`src/design/hsvr_pkg.sv`:
```
// Package for the rainbow HSV to RGB converter: field types, hue segment
// codes, level constants and the 8-bit scaling helpers. No dependencies.
`timescale 1ns / 1ps

package hsvr_pkg;

  // Hue wheel segments picked by hue bits 7:5
  typedef enum logic [2:0] {
    SegRedOrange    = 3'd0,
    SegOrangeYellow = 3'd1,
    SegYellowGreen  = 3'd2,
    SegGreenAqua    = 3'd3,
    SegAquaBlue     = 3'd4,
    SegBluePurple   = 3'd5,
    SegPurplePink   = 3'd6,
    SegPinkRed      = 3'd7
  } hue_seg_e;

  localparam logic [7:0] LvlFull = 8'd255;
  localparam logic [7:0] LvlHi   = 8'd171;
  localparam logic [7:0] LvlMid  = 8'd170;
  localparam logic [7:0] LvlLo   = 8'd85;

  // Scale factors plus one, as the multiplier sees them
  localparam logic [8:0] OneThirdP1  = 9'((256 / 3) + 1);
  localparam logic [8:0] TwoThirdsP1 = 9'(((256 * 2) / 3) + 1);

  // (a * (b + 1)) >> 8, with b + 1 already formed
  function automatic logic [7:0] scale8(input logic [7:0] a, input logic [8:0] bp1);
    logic [16:0] prod;
    prod = {9'b0, a} * {8'b0, bp1};
    return prod[15:8];
  endfunction

  // ((a * a) >> 8) + (a != 0)
  function automatic logic [7:0] square_video(input logic [7:0] a);
    logic [15:0] prod;
    prod = {8'b0, a} * {8'b0, a};
    return prod[15:8] + {7'b0, (a != 8'd0)};
  endfunction

  typedef struct packed {
    hue_seg_e   seg;
    logic [7:0] t1;
    logic [7:0] t2;
    logic [7:0] d;
    logic [7:0] v;
    logic       sat_full;
    logic       sat_zero;
    logic       val_full;
    logic       val_zero;
  } s1_t;

  typedef struct packed {
    logic [7:0] r;
    logic [7:0] g;
    logic [7:0] b;
    logic [7:0] d;
    logic [8:0] sp1;
    logic [7:0] v;
    logic       sat_full;
    logic       sat_zero;
    logic       val_full;
    logic       val_zero;
  } s2_t;

  typedef struct packed {
    logic [7:0] r;
    logic [7:0] g;
    logic [7:0] b;
    logic [7:0] v;
    logic       val_full;
    logic       val_zero;
  } s3_t;

endpackage

```
`src/design/hsvr_hsv_if.sv`:
```
// Input channel of the converter: one HSV pixel per beat.
// Standalone; valid/ready handshake with source and sink modports.
`timescale 1ns / 1ps

interface hsvr_hsv_if;
  logic       valid;
  logic       ready;
  logic [7:0] hue;
  logic [7:0] sat;
  logic [7:0] val;

  modport source (output valid, output hue, output sat, output val, input ready);
  modport sink   (input valid, input hue, input sat, input val, output ready);
endinterface

```
`src/design/hsvr_rgb_if.sv`:
```
// Output channel of the converter: one RGB pixel per beat.
// Standalone; valid/ready handshake with source and sink modports.
`timescale 1ns / 1ps

interface hsvr_rgb_if;
  logic       valid;
  logic       ready;
  logic [7:0] red;
  logic [7:0] green;
  logic [7:0] blue;

  modport source (output valid, output red, output green, output blue, input ready);
  modport sink   (input valid, input red, input green, input blue, output ready);
endinterface

```
`src/design/hsv_rainbow_to_rgb.sv`:
```
// Throughput: 1 pixel per cycle while the output takes beats; four
// register stages (hue thirds and squares, segment select, desaturation,
// value scale). A stall at the output backs up only through full stages.
// Reset: asynchronous active-low reset empties all stages; payload is not reset.
// Depends on hsvr_pkg, hsvr_hsv_if and hsvr_rgb_if.
`timescale 1ns / 1ps

module hsv_rainbow_to_rgb (
  input  logic        clk_i,
  input  logic        rst_ni,
  hsvr_hsv_if.sink    hsv_i,
  hsvr_rgb_if.source  rgb_o
);

  logic s1_valid_q, s2_valid_q, s3_valid_q, s4_valid_q;
  logic en1, en2, en3, en4;

  hsvr_pkg::s1_t s1_d, s1_q;
  hsvr_pkg::s2_t s2_d, s2_q;
  hsvr_pkg::s3_t s3_d, s3_q;
  logic [7:0] red_d, green_d, blue_d;
  logic [7:0] red_q, green_q, blue_q;

  // A stage loads when it is empty or its contents move on
  assign en4 = !s4_valid_q || rgb_o.ready;
  assign en3 = !s3_valid_q || en4;
  assign en2 = !s2_valid_q || en3;
  assign en1 = !s1_valid_q || en2;

  assign hsv_i.ready = en1;
  assign rgb_o.valid = s4_valid_q;
  assign rgb_o.red   = red_q;
  assign rgb_o.green = green_q;
  assign rgb_o.blue  = blue_q;

  // Stage 1: hue thirds and the two squared curves
  always_comb begin
    logic [7:0] ofs;
    ofs            = {hsv_i.hue[4:0], 3'b000};
    s1_d.seg       = hsvr_pkg::hue_seg_e'(hsv_i.hue[7:5]);
    s1_d.t1        = hsvr_pkg::scale8(ofs, hsvr_pkg::OneThirdP1);
    s1_d.t2        = hsvr_pkg::scale8(ofs, hsvr_pkg::TwoThirdsP1);
    s1_d.d         = hsvr_pkg::square_video(hsvr_pkg::LvlFull - hsv_i.sat);
    s1_d.v         = hsvr_pkg::square_video(hsv_i.val);
    s1_d.sat_full  = (hsv_i.sat == hsvr_pkg::LvlFull);
    s1_d.sat_zero  = (hsv_i.sat == 8'd0);
    s1_d.val_full  = (hsv_i.val == hsvr_pkg::LvlFull);
    s1_d.val_zero  = (hsv_i.val == 8'd0);
  end

  // Stage 2: rainbow segment select
  always_comb begin
    s2_d.d        = s1_q.d;
    s2_d.sp1      = 9'd256 - {1'b0, s1_q.d};
    s2_d.v        = s1_q.v;
    s2_d.sat_full = s1_q.sat_full;
    s2_d.sat_zero = s1_q.sat_zero;
    s2_d.val_full = s1_q.val_full;
    s2_d.val_zero = s1_q.val_zero;
    case (s1_q.seg)
      hsvr_pkg::SegRedOrange: begin
        s2_d.r = hsvr_pkg::LvlFull - s1_q.t1;
        s2_d.g = s1_q.t1;
        s2_d.b = 8'd0;
      end
      hsvr_pkg::SegOrangeYellow: begin
        s2_d.r = hsvr_pkg::LvlHi;
        s2_d.g = hsvr_pkg::LvlLo + s1_q.t1;
        s2_d.b = 8'd0;
      end
      hsvr_pkg::SegYellowGreen: begin
        s2_d.r = hsvr_pkg::LvlHi - s1_q.t2;
        s2_d.g = hsvr_pkg::LvlMid + s1_q.t1;
        s2_d.b = 8'd0;
      end
      hsvr_pkg::SegGreenAqua: begin
        s2_d.r = 8'd0;
        s2_d.g = hsvr_pkg::LvlFull - s1_q.t1;
        s2_d.b = s1_q.t1;
      end
      hsvr_pkg::SegAquaBlue: begin
        s2_d.r = 8'd0;
        s2_d.g = hsvr_pkg::LvlHi - s1_q.t2;
        s2_d.b = hsvr_pkg::LvlLo + s1_q.t2;
      end
      hsvr_pkg::SegBluePurple: begin
        s2_d.r = s1_q.t1;
        s2_d.g = 8'd0;
        s2_d.b = hsvr_pkg::LvlFull - s1_q.t1;
      end
      hsvr_pkg::SegPurplePink: begin
        s2_d.r = hsvr_pkg::LvlLo + s1_q.t1;
        s2_d.g = 8'd0;
        s2_d.b = hsvr_pkg::LvlHi - s1_q.t1;
      end
      hsvr_pkg::SegPinkRed: begin
        s2_d.r = hsvr_pkg::LvlMid + s1_q.t1;
        s2_d.g = 8'd0;
        s2_d.b = hsvr_pkg::LvlLo - s1_q.t1;
      end
      default: begin
        s2_d.r = 8'd0;
        s2_d.g = 8'd0;
        s2_d.b = 8'd0;
      end
    endcase
  end

  // Stage 3: desaturation, white on zero saturation
  always_comb begin
    s3_d.v        = s2_q.v;
    s3_d.val_full = s2_q.val_full;
    s3_d.val_zero = s2_q.val_zero;
    if (s2_q.sat_full) begin
      s3_d.r = s2_q.r;
      s3_d.g = s2_q.g;
      s3_d.b = s2_q.b;
    end else if (s2_q.sat_zero) begin
      s3_d.r = hsvr_pkg::LvlFull;
      s3_d.g = hsvr_pkg::LvlFull;
      s3_d.b = hsvr_pkg::LvlFull;
    end else begin
      s3_d.r = hsvr_pkg::scale8(s2_q.r, s2_q.sp1) + s2_q.d;
      s3_d.g = hsvr_pkg::scale8(s2_q.g, s2_q.sp1) + s2_q.d;
      s3_d.b = hsvr_pkg::scale8(s2_q.b, s2_q.sp1) + s2_q.d;
    end
  end

  // Stage 4: brightness, black on zero value
  always_comb begin
    logic [8:0] vp1;
    vp1 = {1'b0, s3_q.v} + 9'd1;
    if (s3_q.val_full) begin
      red_d   = s3_q.r;
      green_d = s3_q.g;
      blue_d  = s3_q.b;
    end else if (s3_q.val_zero) begin
      red_d   = 8'd0;
      green_d = 8'd0;
      blue_d  = 8'd0;
    end else begin
      red_d   = hsvr_pkg::scale8(s3_q.r, vp1);
      green_d = hsvr_pkg::scale8(s3_q.g, vp1);
      blue_d  = hsvr_pkg::scale8(s3_q.b, vp1);
    end
  end

  always_ff @(posedge clk_i or negedge rst_ni) begin
    if (!rst_ni) begin
      s1_valid_q <= 1'b0;
      s2_valid_q <= 1'b0;
      s3_valid_q <= 1'b0;
      s4_valid_q <= 1'b0;
    end else begin
      if (en1) s1_valid_q <= hsv_i.valid;
      if (en2) s2_valid_q <= s1_valid_q;
      if (en3) s3_valid_q <= s2_valid_q;
      if (en4) s4_valid_q <= s3_valid_q;
    end
  end

  // Payload: hold on stall, no reset
  always_ff @(posedge clk_i) begin
    if (en1 && hsv_i.valid) s1_q <= s1_d;
    if (en2 && s1_valid_q)  s2_q <= s2_d;
    if (en3 && s2_valid_q)  s3_q <= s3_d;
    if (en4 && s3_valid_q) begin
      red_q   <= red_d;
      green_q <= green_d;
      blue_q  <= blue_d;
    end
  end

`ifndef ASSERT_OFF
  // A draining output never blocks the input
  a_ready_on_drain: assert property (@(posedge clk_i) disable iff (!rst_ni)
    rgb_o.ready |-> hsv_i.ready)
    else $error("input stalled while output drains");

  // An empty output slot means the pipe can take a pixel
  a_ready_on_empty: assert property (@(posedge clk_i) disable iff (!rst_ni)
    !rgb_o.valid |-> hsv_i.ready)
    else $error("input stalled with empty output stage");

  // Zero saturation turns a pixel white before the value stage
  a_white: assert property (@(posedge clk_i) disable iff (!rst_ni)
    (s2_valid_q && en3 && s2_q.sat_zero) |=>
      (s3_q.r == hsvr_pkg::LvlFull && s3_q.g == hsvr_pkg::LvlFull &&
       s3_q.b == hsvr_pkg::LvlFull))
    else $error("zero saturation did not give white");

  // Zero value gives a black output beat
  a_black: assert property (@(posedge clk_i) disable iff (!rst_ni)
    (s3_valid_q && en4 && s3_q.val_zero) |=>
      (rgb_o.valid && rgb_o.red == 8'd0 && rgb_o.green == 8'd0 &&
       rgb_o.blue == 8'd0))
    else $error("zero value did not give black");
`endif

endmodule
```
`src/flat_wrapper.sv`:
```
// flat-port wrapper written by rule: the top's interface ports become plain ports
module hsv_rainbow_to_rgb_flat 
  (clk_i, rst_ni, hsv_i_valid, hsv_i_hue, hsv_i_sat, hsv_i_val, hsv_i_ready, rgb_o_valid, rgb_o_red, rgb_o_green, rgb_o_blue, rgb_o_ready);
  hsvr_hsv_if hsv_i_i ();
  hsvr_rgb_if rgb_o_i ();
  input  logic clk_i;
  input  logic rst_ni;
  input wire logic [$bits(hsv_i_i.valid)-1:0] hsv_i_valid;
  input wire logic [$bits(hsv_i_i.hue)-1:0] hsv_i_hue;
  input wire logic [$bits(hsv_i_i.sat)-1:0] hsv_i_sat;
  input wire logic [$bits(hsv_i_i.val)-1:0] hsv_i_val;
  output wire logic [$bits(hsv_i_i.ready)-1:0] hsv_i_ready;
  output wire logic [$bits(rgb_o_i.valid)-1:0] rgb_o_valid;
  output wire logic [$bits(rgb_o_i.red)-1:0] rgb_o_red;
  output wire logic [$bits(rgb_o_i.green)-1:0] rgb_o_green;
  output wire logic [$bits(rgb_o_i.blue)-1:0] rgb_o_blue;
  input wire logic [$bits(rgb_o_i.ready)-1:0] rgb_o_ready;
  assign hsv_i_i.valid = hsv_i_valid;
  assign hsv_i_i.hue = hsv_i_hue;
  assign hsv_i_i.sat = hsv_i_sat;
  assign hsv_i_i.val = hsv_i_val;
  assign hsv_i_ready = hsv_i_i.ready;
  assign rgb_o_valid = rgb_o_i.valid;
  assign rgb_o_red = rgb_o_i.red;
  assign rgb_o_green = rgb_o_i.green;
  assign rgb_o_blue = rgb_o_i.blue;
  assign rgb_o_i.ready = rgb_o_ready;
  hsv_rainbow_to_rgb u_core (.clk_i(clk_i), .rst_ni(rst_ni), .hsv_i(hsv_i_i), .rgb_o(rgb_o_i));
endmodule
```
`config.mk`:
```
export PLATFORM = sky130hd
export DESIGN_NAME = hsv_rainbow_to_rgb_flat
export DESIGN_NICKNAME = d
export VERILOG_FILES = /design/src/design/hsvr_pkg.sv /design/src/design/hsvr_hsv_if.sv /design/src/design/hsvr_rgb_if.sv /design/src/design/hsv_rainbow_to_rgb.sv /design/src/flat_wrapper.sv
export SDC_FILE = /design/constraint.sdc
export NUM_CORES = 1
export LEC_CHECK = 0
export BUFFER_PORTS_ARGS = -buffer_cell sky130_fd_sc_hd__buf_2
export CAP_MARGIN = 20
export CORE_UTILIZATION = 50
export DETAILED_ROUTE_END_ITERATION = 10
export PLACE_DENSITY_LB_ADDON = 0.08
export SYNTH_ARGS = -nofsm -noshare
export SYNTH_HDL_FRONTEND = slang
export SYNTH_SLANG_ARGS = --single-unit
```
`constraint.sdc`:
```
create_clock -name clk_i -period 14.1 [get_ports clk_i]
set_input_delay 2.115 -clock clk_i [delete_from_list [all_inputs] [get_ports clk_i]]
set_output_delay 2.115 -clock clk_i [all_outputs]
set_load 0.05 [all_outputs]
```
==> run metrics, run 1 <==
crit start category=input port; number of port buffers=53; clock transition at the registers of the reported paths=0.07 ns; area grow syn2layout=5.52%; TritonCTS clock tree=built; path depth of the worst reg2reg path=21; Slew HR=30.8%; final setup fails=0; final hold vios=0; # resized after CTS=0; TNS Setup=0 ns; Antenna diodes=0; Chip Height=221 um; Core Area=47,000 um2; Synthesized Nets=3,232; post-synth top area share=24.7%; first-pass GRT wire length=87,600 um; post-CTS setup buffer count=0; commonest non-fill, non-tap cells in the layout=444 x inv_1, 301 x ha_1, 296 x fa_1; share of layout cells above drive strength 1=5.63%; RSZ-0062 raised after global routing=false; Crit path arrival time=6.86 ns; setup slack, reg-to-reg=7.47 ns; Die W=221 um; H-tree depth=4; I/O pins=54; crit path max fanout=9; antenna-violating nets left=0; Mapped Cells=2,607; Slew Limit Fails=0; commonest register cell after synthesis=edfxtp_1; CP cell instances=buf_2 > nand2_1 > inv_1 > fa_1 > inv_1 > fa_1 > fa_1 > fa_1 > inv_1 > ha_1 > a21oi_1 > nand2_1 > o21ai_1 > and2_1 > ha_1 > nand2_1 > a211oi_1 > o2111ai_1 > xnor2_1 > a21oi_1 > xnor2_1; Reg-to-Reg Start=u_core.s2_q[14]; worst hold stages=0; async set-or-reset flop fraction in the synthesized netlist=2.67%; Reg-to-Reg End=u_core.s3_q[25]; CTS Buffer Depth=2; CP Capture Type=flop; Net count, final=3,206; vias in the first global route=17,800; register area share after synthesis=18.7%; fill count=4,249; clk_lat worst skew=0.45 ns; Rows=79; Req. time, crit path=14.30 ns; WL/cell=16.0 um; Initial Util=51.1%; #FFs+latches synth=150; gp weighted congestion=0.811; via count=17,100; synthesized area=24,000 um2; hold_buf cts=0; Post-Route Skew=0.0108 ns; total congestion overflow=0; CTS buffer count=17; Storage cell area=4480 um2; HPWL Detailed=39,500 um; total of max-cap violations=0; Tcrit/Tclk final=47.2%; number of synthesized flops with an enable pin=146; hold path endpoint=u_core.s3_q[0]; Residual DRC=0; CP max-delay cell=fa_1; Slew @ Worst Pin=1.04 ns; final wirelength=51,200 um; Netlist cell types=78; Starting DRT DRC Count=805; Total GRT Usage=22.0%; post-synth top area cell=fa_1; largest net degree at the start of global routing=53; Final min period=6.65 ns; antenna violations before repair=0; CTS sink count=150; Total Die Area=48,900 um2; commonest non-fill, non-tap cell in the layout=inv_1; CP Class=in -> reg; Synth Warn #=0; Initial DRT Pass Iterations=5; Mean Syn Cell Area=9.21 um2; status=completed; Hold Crit Start=u_core.s2_q[0]; CP dominant cell by count=fa_1; Hold Path Class=reg -> reg; CTS root buffer=clkbuf_16; DR vias/cell=5.35; fmax=0.150 GHz; slowest stage delay, CP=0.53 ns; multi-input logic area=17,500 um2; top cells by area, synth=fa_1 25%, edfxtp_1 18%, ha_1 16%
-- state kept, by name (all words and copies together), names as in the netlist, 8 cells and up --
name / cells
u_core.s2_q: 52
u_core.rgb_o.green: 8
u_core.rgb_o.blue: 8
u_core.s3_q: 34
u_core.s1_q: 36
u_core.rgb_o.red: 8
-- cells by family (layout without fill, tap and decap cells) --
group                      count (synthesis)  after routing  share of synthesized area (%)
and+or+nand+nor                          833            833                           17.6
adders and majority gates                599            599                           40.4
buffers and inverters                    562            549                           8.82
AOI/OAI and AO/OA                        301            301                           8.52
xor gates and xnor gates                 152            152                           5.54
DFF                                      150            150                           18.7
muxes                                      9              9                          0.401
other                                      1              1                         0.0156
-- worst max-delay path: cells and delay by family --
family                   cells  cell delay [ns]
AO/OA/AOI/OAI                5             1.25
AND/OR/NAND/NOR              4             0.49
adder cells (fa/ha/maj)      6             2.43
buffers and inverters        4             0.32
XOR/XNOR                     2             0.24
-- per-layer routing --
layer	track usage, %	wire (um)	vias up
met3	2.30	1340	54
met5	0	0	-
met1	29.0	23700	8529
li1	-	-	8304
met4	5.87	792	0
met2	38.5	25300	240
-- worst max-delay path by stage --
| stage | start | to | depth (start not counted) |
|---|---|---|---|
| 2_1_floorplan | hsv_i_val[5] | u_core.s1_q[10] | 19 |
| 3_3_place_gp | hsv_i_val[5] | u_core.s1_q[10] | 21 |
| 3_5_place_dp | hsv_i_val[3] | u_core.s1_q[10] | 21 |
| 4_1_cts | u_core.s2_q[17] | u_core.s3_q[25] | 21 |
| 5_1_grt | u_core.s2_q[17] | u_core.s3_q[17] | 22 |
| 6_report | hsv_i_val[3] | u_core.s1_q[10] | 21 |
-- final cells by class --
cell class                      count  area share, %
Multi-Input combinational cell   1895           68.9
Sequential cell                   150           17.7
Inverter                          444           6.58
Clock buffer                       17           1.68
Tap cell                          607           3.00
Clock inverter                     15          0.533
Timing Repair Buffer               73           1.64
-- metrics by stage --
step	area, um2	utilization [%]	worst slack, ns	instances	hold WS, ns
floorplan	24000	-	7.29	2607	0.400
global placement	24800	52.8	7.10	3169	0.400
detailed placement	24800	52.8	7.01	3169	0.405
CTS	25300	54.0	7.41	3201	0.415
global route	25300	54.0	7.13	3201	0.430
finish	25300	54.0	7.45	3201	0.416
-- Yosys cell counts, types with 38 or more instances --
| cell type | count |
|---|---|
| edfxtp_1 | 146 |
| inv_1 | 444 |
| ha_1 | 301 |
| xor2_1 | 60 |
| and2_1 | 258 |
| xnor2_1 | 92 |
| nand2_1 | 263 |
| nor2_1 | 119 |
| nor2b_1 | 48 |
| o21ai_0 | 55 |
| clkbuf_1 | 103 |
| nor3_1 | 38 |
| a21oi_1 | 89 |
| fa_1 | 296 |
Power of run 1 is left out: the tool's default activity adds up to more than one toggle a clock period on the data nets, which glitch-free logic cannot reach.
==> inputs of run 2 (changes only) <==
clock period = 6 ns   (was 14.1 ns; I/O delays follow)
==> run 2 against run 1 <==
Compared with the run above:
- routed wire length increased by 3.9%
- non-clock buffer count grew 96
- global-route usage up 0.86 points
- setup slack got worse by 7.4 ns
- count of clock-buffer cells in the layout is 1 higher
- die area is the same
- critical path depth rose by 1
- worst hold slack got worse by 0.21 ns
- first-iteration DRC count is 1.2% higher
- design area increased by 4.8%
- register-to-register slack got worse by 7.4 ns
==> run metrics, run 2 (same netlist as run 1, synthesis figures left out) <==
max reg flops=52 (unchanged); fmax=0.169 GHz; Antenna diodes=0 (unchanged); I/O pins=54 (unchanged); total congestion overflow=0 (unchanged); Post-Layout Cell Count=3,297 (+3.0%); crit start category=flop; Rows=79 (unchanged); antenna-violating nets left=0 (unchanged); Crit path arrival time=6.15 ns (-0.71 ns); vias in the first global route=18,400 (+3.1%); clock transition at the registers of the reported paths=0.07 ns (about the same); largest registers=u_core.s2_q: 52 flops, u_core.s1_q: 36 flops, u_core.s3_q: 34 flops; antenna violations before repair=0 (unchanged); Core Area=47,000 um2 (unchanged); Hold Path Class=in -> async; CTS root buffer=clkbuf_16; Post-Route Skew=0.00819 ns (-0.00256 ns); multi-input logic area=17,800 um2 (+1.8%); Total GRT Usage=22.9% (+0.86 points); fill count=4,195 (-1.3%); largest net degree at the start of global routing=53 (unchanged); Storage cell area=4480 um2 (unchanged); Starting DRT DRC Count=815 (+1.2%); Final min period=5.92 ns; CP Class=reg -> reg; H-tree depth=4 (unchanged); clk_lat worst skew=0.48 ns (+0.03 ns); Die W=221 um (unchanged); Net count, final=3,302 (+3.0%); Slew HR=42.4% (+12 points); critical path startpoint=u_core.s2_q[35]; Initial DRT Pass Iterations=5 (unchanged); number of port buffers=53 (unchanged); DP Cell Count=3,226 (+1.8%); via count=17,500 (+2.0%); WL/cell=16.1 um (+0.92%); share of layout cells above drive strength 1=11.3% (+5.7 points); most flop-heavy register=u_core.s2_q; final hold vios=0 (unchanged); Residual DRC=0 (unchanged); Total Die Area=48,900 um2 (unchanged); area grow syn2layout=10.6%; DR vias/cell=5.30 (-0.97%); Req. time, crit path=6.23 ns (-8.07 ns); total of max-cap violations=0 (unchanged); Slew Limit Fails=0 (unchanged); first-pass GRT wire length=90,400 um (+3.1%); CTS buffer count=17 (unchanged); RSZ-0062 raised after global routing=true; Reg-to-Reg Start=u_core.s2_q[35]; TritonCTS clock tree=built; gp weighted congestion=0.839 (+3.5%); CP Capture Type=flop; Slew @ Worst Pin=0.864 ns (-0.174 ns); final wirelength=53,200 um (+3.9%); crit path max fanout=7 (-2); Initial Util=51.1% (unchanged); status=completed; hold_buf cts=0 (unchanged); Chip Height=221 um (unchanged); commonest non-fill, non-tap cells in the layout=439 x inv_1, 292 x ha_1, 290 x fa_1; Tcrit/Tclk final=98.6%; final setup fails=0 (unchanged); commonest non-fill, non-tap cell in the layout=inv_1; CTS sink count=150 (unchanged); CTS Buffer Depth=2 (unchanged); HPWL Detailed=41,500 um (+5.0%)
==> run 2: cell count changes in the layout (fill, tap and decap cells not counted), sizes merged <==
cell,before,now
clkbuf,17,20
buf,73,167
bufinv,0,1
clkinvlp,3,1
clkinv,3,4
inv,453,452
==> run 2: worst paths after layout <==
check / to / slack [ns] / cells after the start
max in group asynchronous: u_core.s2_valid_q / 5.68 / 1
worst min register to register: u_core.s2_q[5] / 0.42 / 0
min in group clk_i: u_core.s2_q[5] / 0.42 / 0
worst max register to register: u_core.s3_q[17] / 0.08 / 22
worst max-delay path: u_core.s3_q[17] / 0.08 / 22
worst min-delay path: u_core.s1_valid_q / 0.21 / 1
==> run 2: cell type report <==
type                       instances  area share [%]
inverter                         444            6.28
tap                              607            2.86
clock inverter                    14           0.584
multi-input combinational       1895            66.9
sequential                       150            16.9
clock buffer                      18            1.62
timing repair buffer             169            4.85
==> run 2: routing by layer <==
| metal | global-route usage [%] | up-vias | share of wire (%) |
|---|---|---|---|
| met4 | 5.80 | 0 | 1.3 |
| li1 | - | 8503 | - |
| met5 | 0 | - | 0 |
| met1 | 30.9 | 8711 | 47 |
| met2 | 39.1 | 206 | 49 |
| met3 | 2.67 | 50 | 2.2 |
==> run 2: critical path: stages (launching register included) <==
cell      delay, ns
edfxtp_1       0.53
buf_4          0.23
and2_1         0.17
fa_1           0.48
fa_1           0.51
fa_1           0.54
inv_1          0.05
fa_1           0.53
inv_1          0.04
ha_1           0.30
o21a_1         0.11
o31a_1         0.14
o41a_1         0.43
a21oi_2        0.16
o21bai_1       0.11
xor2_1         0.18
ha_2           0.35
nor2_2         0.05
nor2_2         0.12
o41ai_2        0.09
xnor2_1        0.14
xnor2_1        0.14
o31a_1         0.27
==> run 2: stage by stage <==
| step | hold WS (ns) | util, % | setup WS, ns | area, um2 | TNS, ns |
|---|---|---|---|---|---|
| floorplan | 0.400 | - | 0.0815 | 24000 | 0 |
| global placement | 0.401 | 53.9 | 0.0130 | 25300 | 0 |
| detailed placement | 0.405 | 53.9 | -0.160 | 25300 | -0.311 |
| CTS | 0.171 | 55.3 | -0.0326 | 25900 | -0.0326 |
| global route | 0.179 | 56.6 | -0.131 | 26600 | -0.261 |
| finish | 0.208 | 56.6 | 0.0836 | 26600 | 0 |
==> run 2: what timing repair did <==
| item | 4_1_cts | 5_1_grt |
|---|---|---|
| resized for setup | 6 | 77 |
| buffers inserted | 4 | 33 |
| endpoints found under the setup margin | 7 | 16 |
| cloned | 0 | 2 |
| pin swaps | 0 | 87 |
Power of run 2 is left out for the same reason.
==> inputs of run 3 (changes only) <==
SETUP_SLACK_MARGIN = 0.5   (was default)
==> run 3 against run 2 <==
Compared with the run above:
- critical path depth is the same
- worst hold slack gained 0.021 ns
- highest routed layer unchanged
- register-to-register slack gained 0.17 ns
- setup slack gained 0.17 ns
- via count grew 1.3%
- utilization grew 1.8 points
- die area is the same
- first-iteration DRC count shrank 9.6%
==> run metrics, run 3 (same netlist as run 1, synthesis figures left out) <==
final wirelength=54,700 um (+2.9%); vias in the first global route=18,400 (-0.0054%); via count=17,700 (+1.3%); Chip Height=221 um (unchanged); Slew HR=45.1% (+2.7 points); CP dominant cell by count=fa_1; number of port buffers=53 (unchanged); RSZ-0062 raised after global routing=true; Total Die Area=48,900 um2 (unchanged); crit-path leading delay family=adder cells; largest net degree at the start of global routing=53 (unchanged); CTS Buffer Depth=2 (unchanged); Req. time, crit path=6.21 ns (-0.02 ns); final instance area=27,400 um2 (+3.2%); total congestion overflow=0 (unchanged); max reg flops=52 (unchanged); most used routing layer in global routing=met2; CTS sink count=150 (unchanged); CTS buffer count=17 (unchanged); gp weighted congestion=0.824 (-1.7%); area grow syn2layout=14.1%; largest registers=u_core.s2_q: 52 flops, u_core.s1_q: 36 flops, u_core.s3_q: 34 flops; Final Worst Setup Slack=0.249 ns (+0.166 ns); Storage cell area=4480 um2 (unchanged); met1 Use GR=30.4% (-0.46 points); first-pass GRT wire length=91,100 um (+0.82%); Initial Util=51.1% (unchanged); Hold Path Class=in -> async; CTS root buffer=clkbuf_16; antenna violations before repair=0 (unchanged); most flop-heavy register=u_core.s2_q; CP cell instances=buf_4 > and2_4 > fa_1 > fa_1 > fa_1 > inv_1 > fa_1 > inv_1 > ha_4 > o21a_1 > o31a_1 > o41a_1 > a21oi_2 > o21bai_1 > xor2_1 > ha_1 > nor2_1 > nor2_1 > o41ai_2 > xnor2_1 > xnor2_1 > o31a_1; Antenna diodes=0 (unchanged); Post-DP Area=25,300 um2 (about the same); clk_lat worst skew=0.46 ns (-0.02 ns); Total GRT Usage=23.1% (+0.18 points); Core Area=47,000 um2 (unchanged); TritonCTS clock tree=built; Final Util=58.4% (+1.8 points); DR vias/cell=5.33 (+0.64%); H-tree depth=4 (unchanged); WL/cell=16.5 um (+2.3%); clock transition at the registers of the reported paths=0.07 ns (about the same); final hold vios=0 (unchanged); fill count=4,081 (-2.7%); Slew Limit Fails=0 (unchanged); antenna-violating nets left=0 (unchanged); Residual DRC=0 (unchanged); met3 GRT Util=2.89% (+0.23 points); total of max-cap violations=0 (unchanged); Final min period=5.75 ns (-0.166 ns); I/O pins=54 (unchanged); WP buf/inv=3 (unchanged); Net count, final=3,323 (+0.64%); Crit path arrival time=5.96 ns (-0.19 ns); Initial DRT Pass Iterations=5 (unchanged); Tcrit/Tclk final=95.8% (-2.8 points); met2 Use GR=40.1% (+1.0 points); setup slack at placement=-0.0601 ns (+0.0996 ns); multi-input logic area=18,300 um2 (+2.7%); status=completed; HPWL Detailed=40,600 um (-2.2%); CP Class=reg -> reg; Slew @ Worst Pin=0.823 ns (-0.0408 ns); slowest stage delay, CP=0.56 ns (+0.02 ns); crit start category=flop; Die W=221 um (unchanged); Rows=79 (unchanged); commonest non-fill, non-tap cells in the layout=434 x inv_1, 284 x ha_1, 283 x fa_1; share of layout cells above drive strength 1=14.0% (+2.7 points); crit path max fanout=9 (+2); CP max-delay cell=fa_1; Post-Route Skew=0.00788 ns (-0.000319 ns); final setup fails=0 (unchanged); Starting DRT DRC Count=737 (-9.6%); fmax=0.174 GHz (+2.9%); CP Capture Type=flop; commonest non-fill, non-tap cell in the layout=inv_1
==> run 3: cell type report <==
class / count / area share [%]
flip-flops and latches: 150 / 16.4
multi-input cells: 1895 / 66.6
clock inverters: 14 / 0.507
inverters: 444 / 6.08
repair buffers: 190 / 6.09
well taps: 607 / 2.77
clock buffers: 17 / 1.55
==> run 3: timing repair <==
action                                  CTS  global route
cloned                                    5             3
resized for setup                        51            86
endpoints found under the setup margin   26            27
hold buffers                              0             0
setup buffers                            51            32
pin swaps                                46            52
==> run 3: layer usage <==
metal  part of all wire (%)  vias to the layer above
met2                     49                      269
met1                     46                     8824
met3                    3.4                       61
met4                    1.6                        0
met5                      0                        -
li1                       -                     8535
==> run 3: stage by stage <==
stage | TNS (ns) | hold WS (ns) | std cells
2_1_floorplan | 0 | 0.400 | 2607
3_3_place_gp | 0 | 0.401 | 3194
3_5_place_dp | -0.116 | 0.405 | 3194
4_1_cts | 0 | 0.204 | 3281
5_1_grt | 0 | 0.221 | 3317
6_report | 0 | 0.229 | 3317
==> run 3: path summary, 6_finish.rpt <==
kind	from	to	slack, ns	cells after the start
worst max-delay path	u_core.s2_q[13]	u_core.s3_q[17]	0.25	22
worst min-delay path	rst_ni	u_core.s2_valid_q	0.23	1
worst max register to register	u_core.s2_q[13]	u_core.s3_q[17]	0.25	22
worst min register to register	u_core.s1_q[9]	u_core.s2_q[9]	0.42	0
max in group asynchronous	rst_ni	u_core.s3_valid_q	5.65	1
min in group clk_i	u_core.s1_q[9]	u_core.s2_q[9]	0.42	0
Power of run 3 is left out for the same reason.
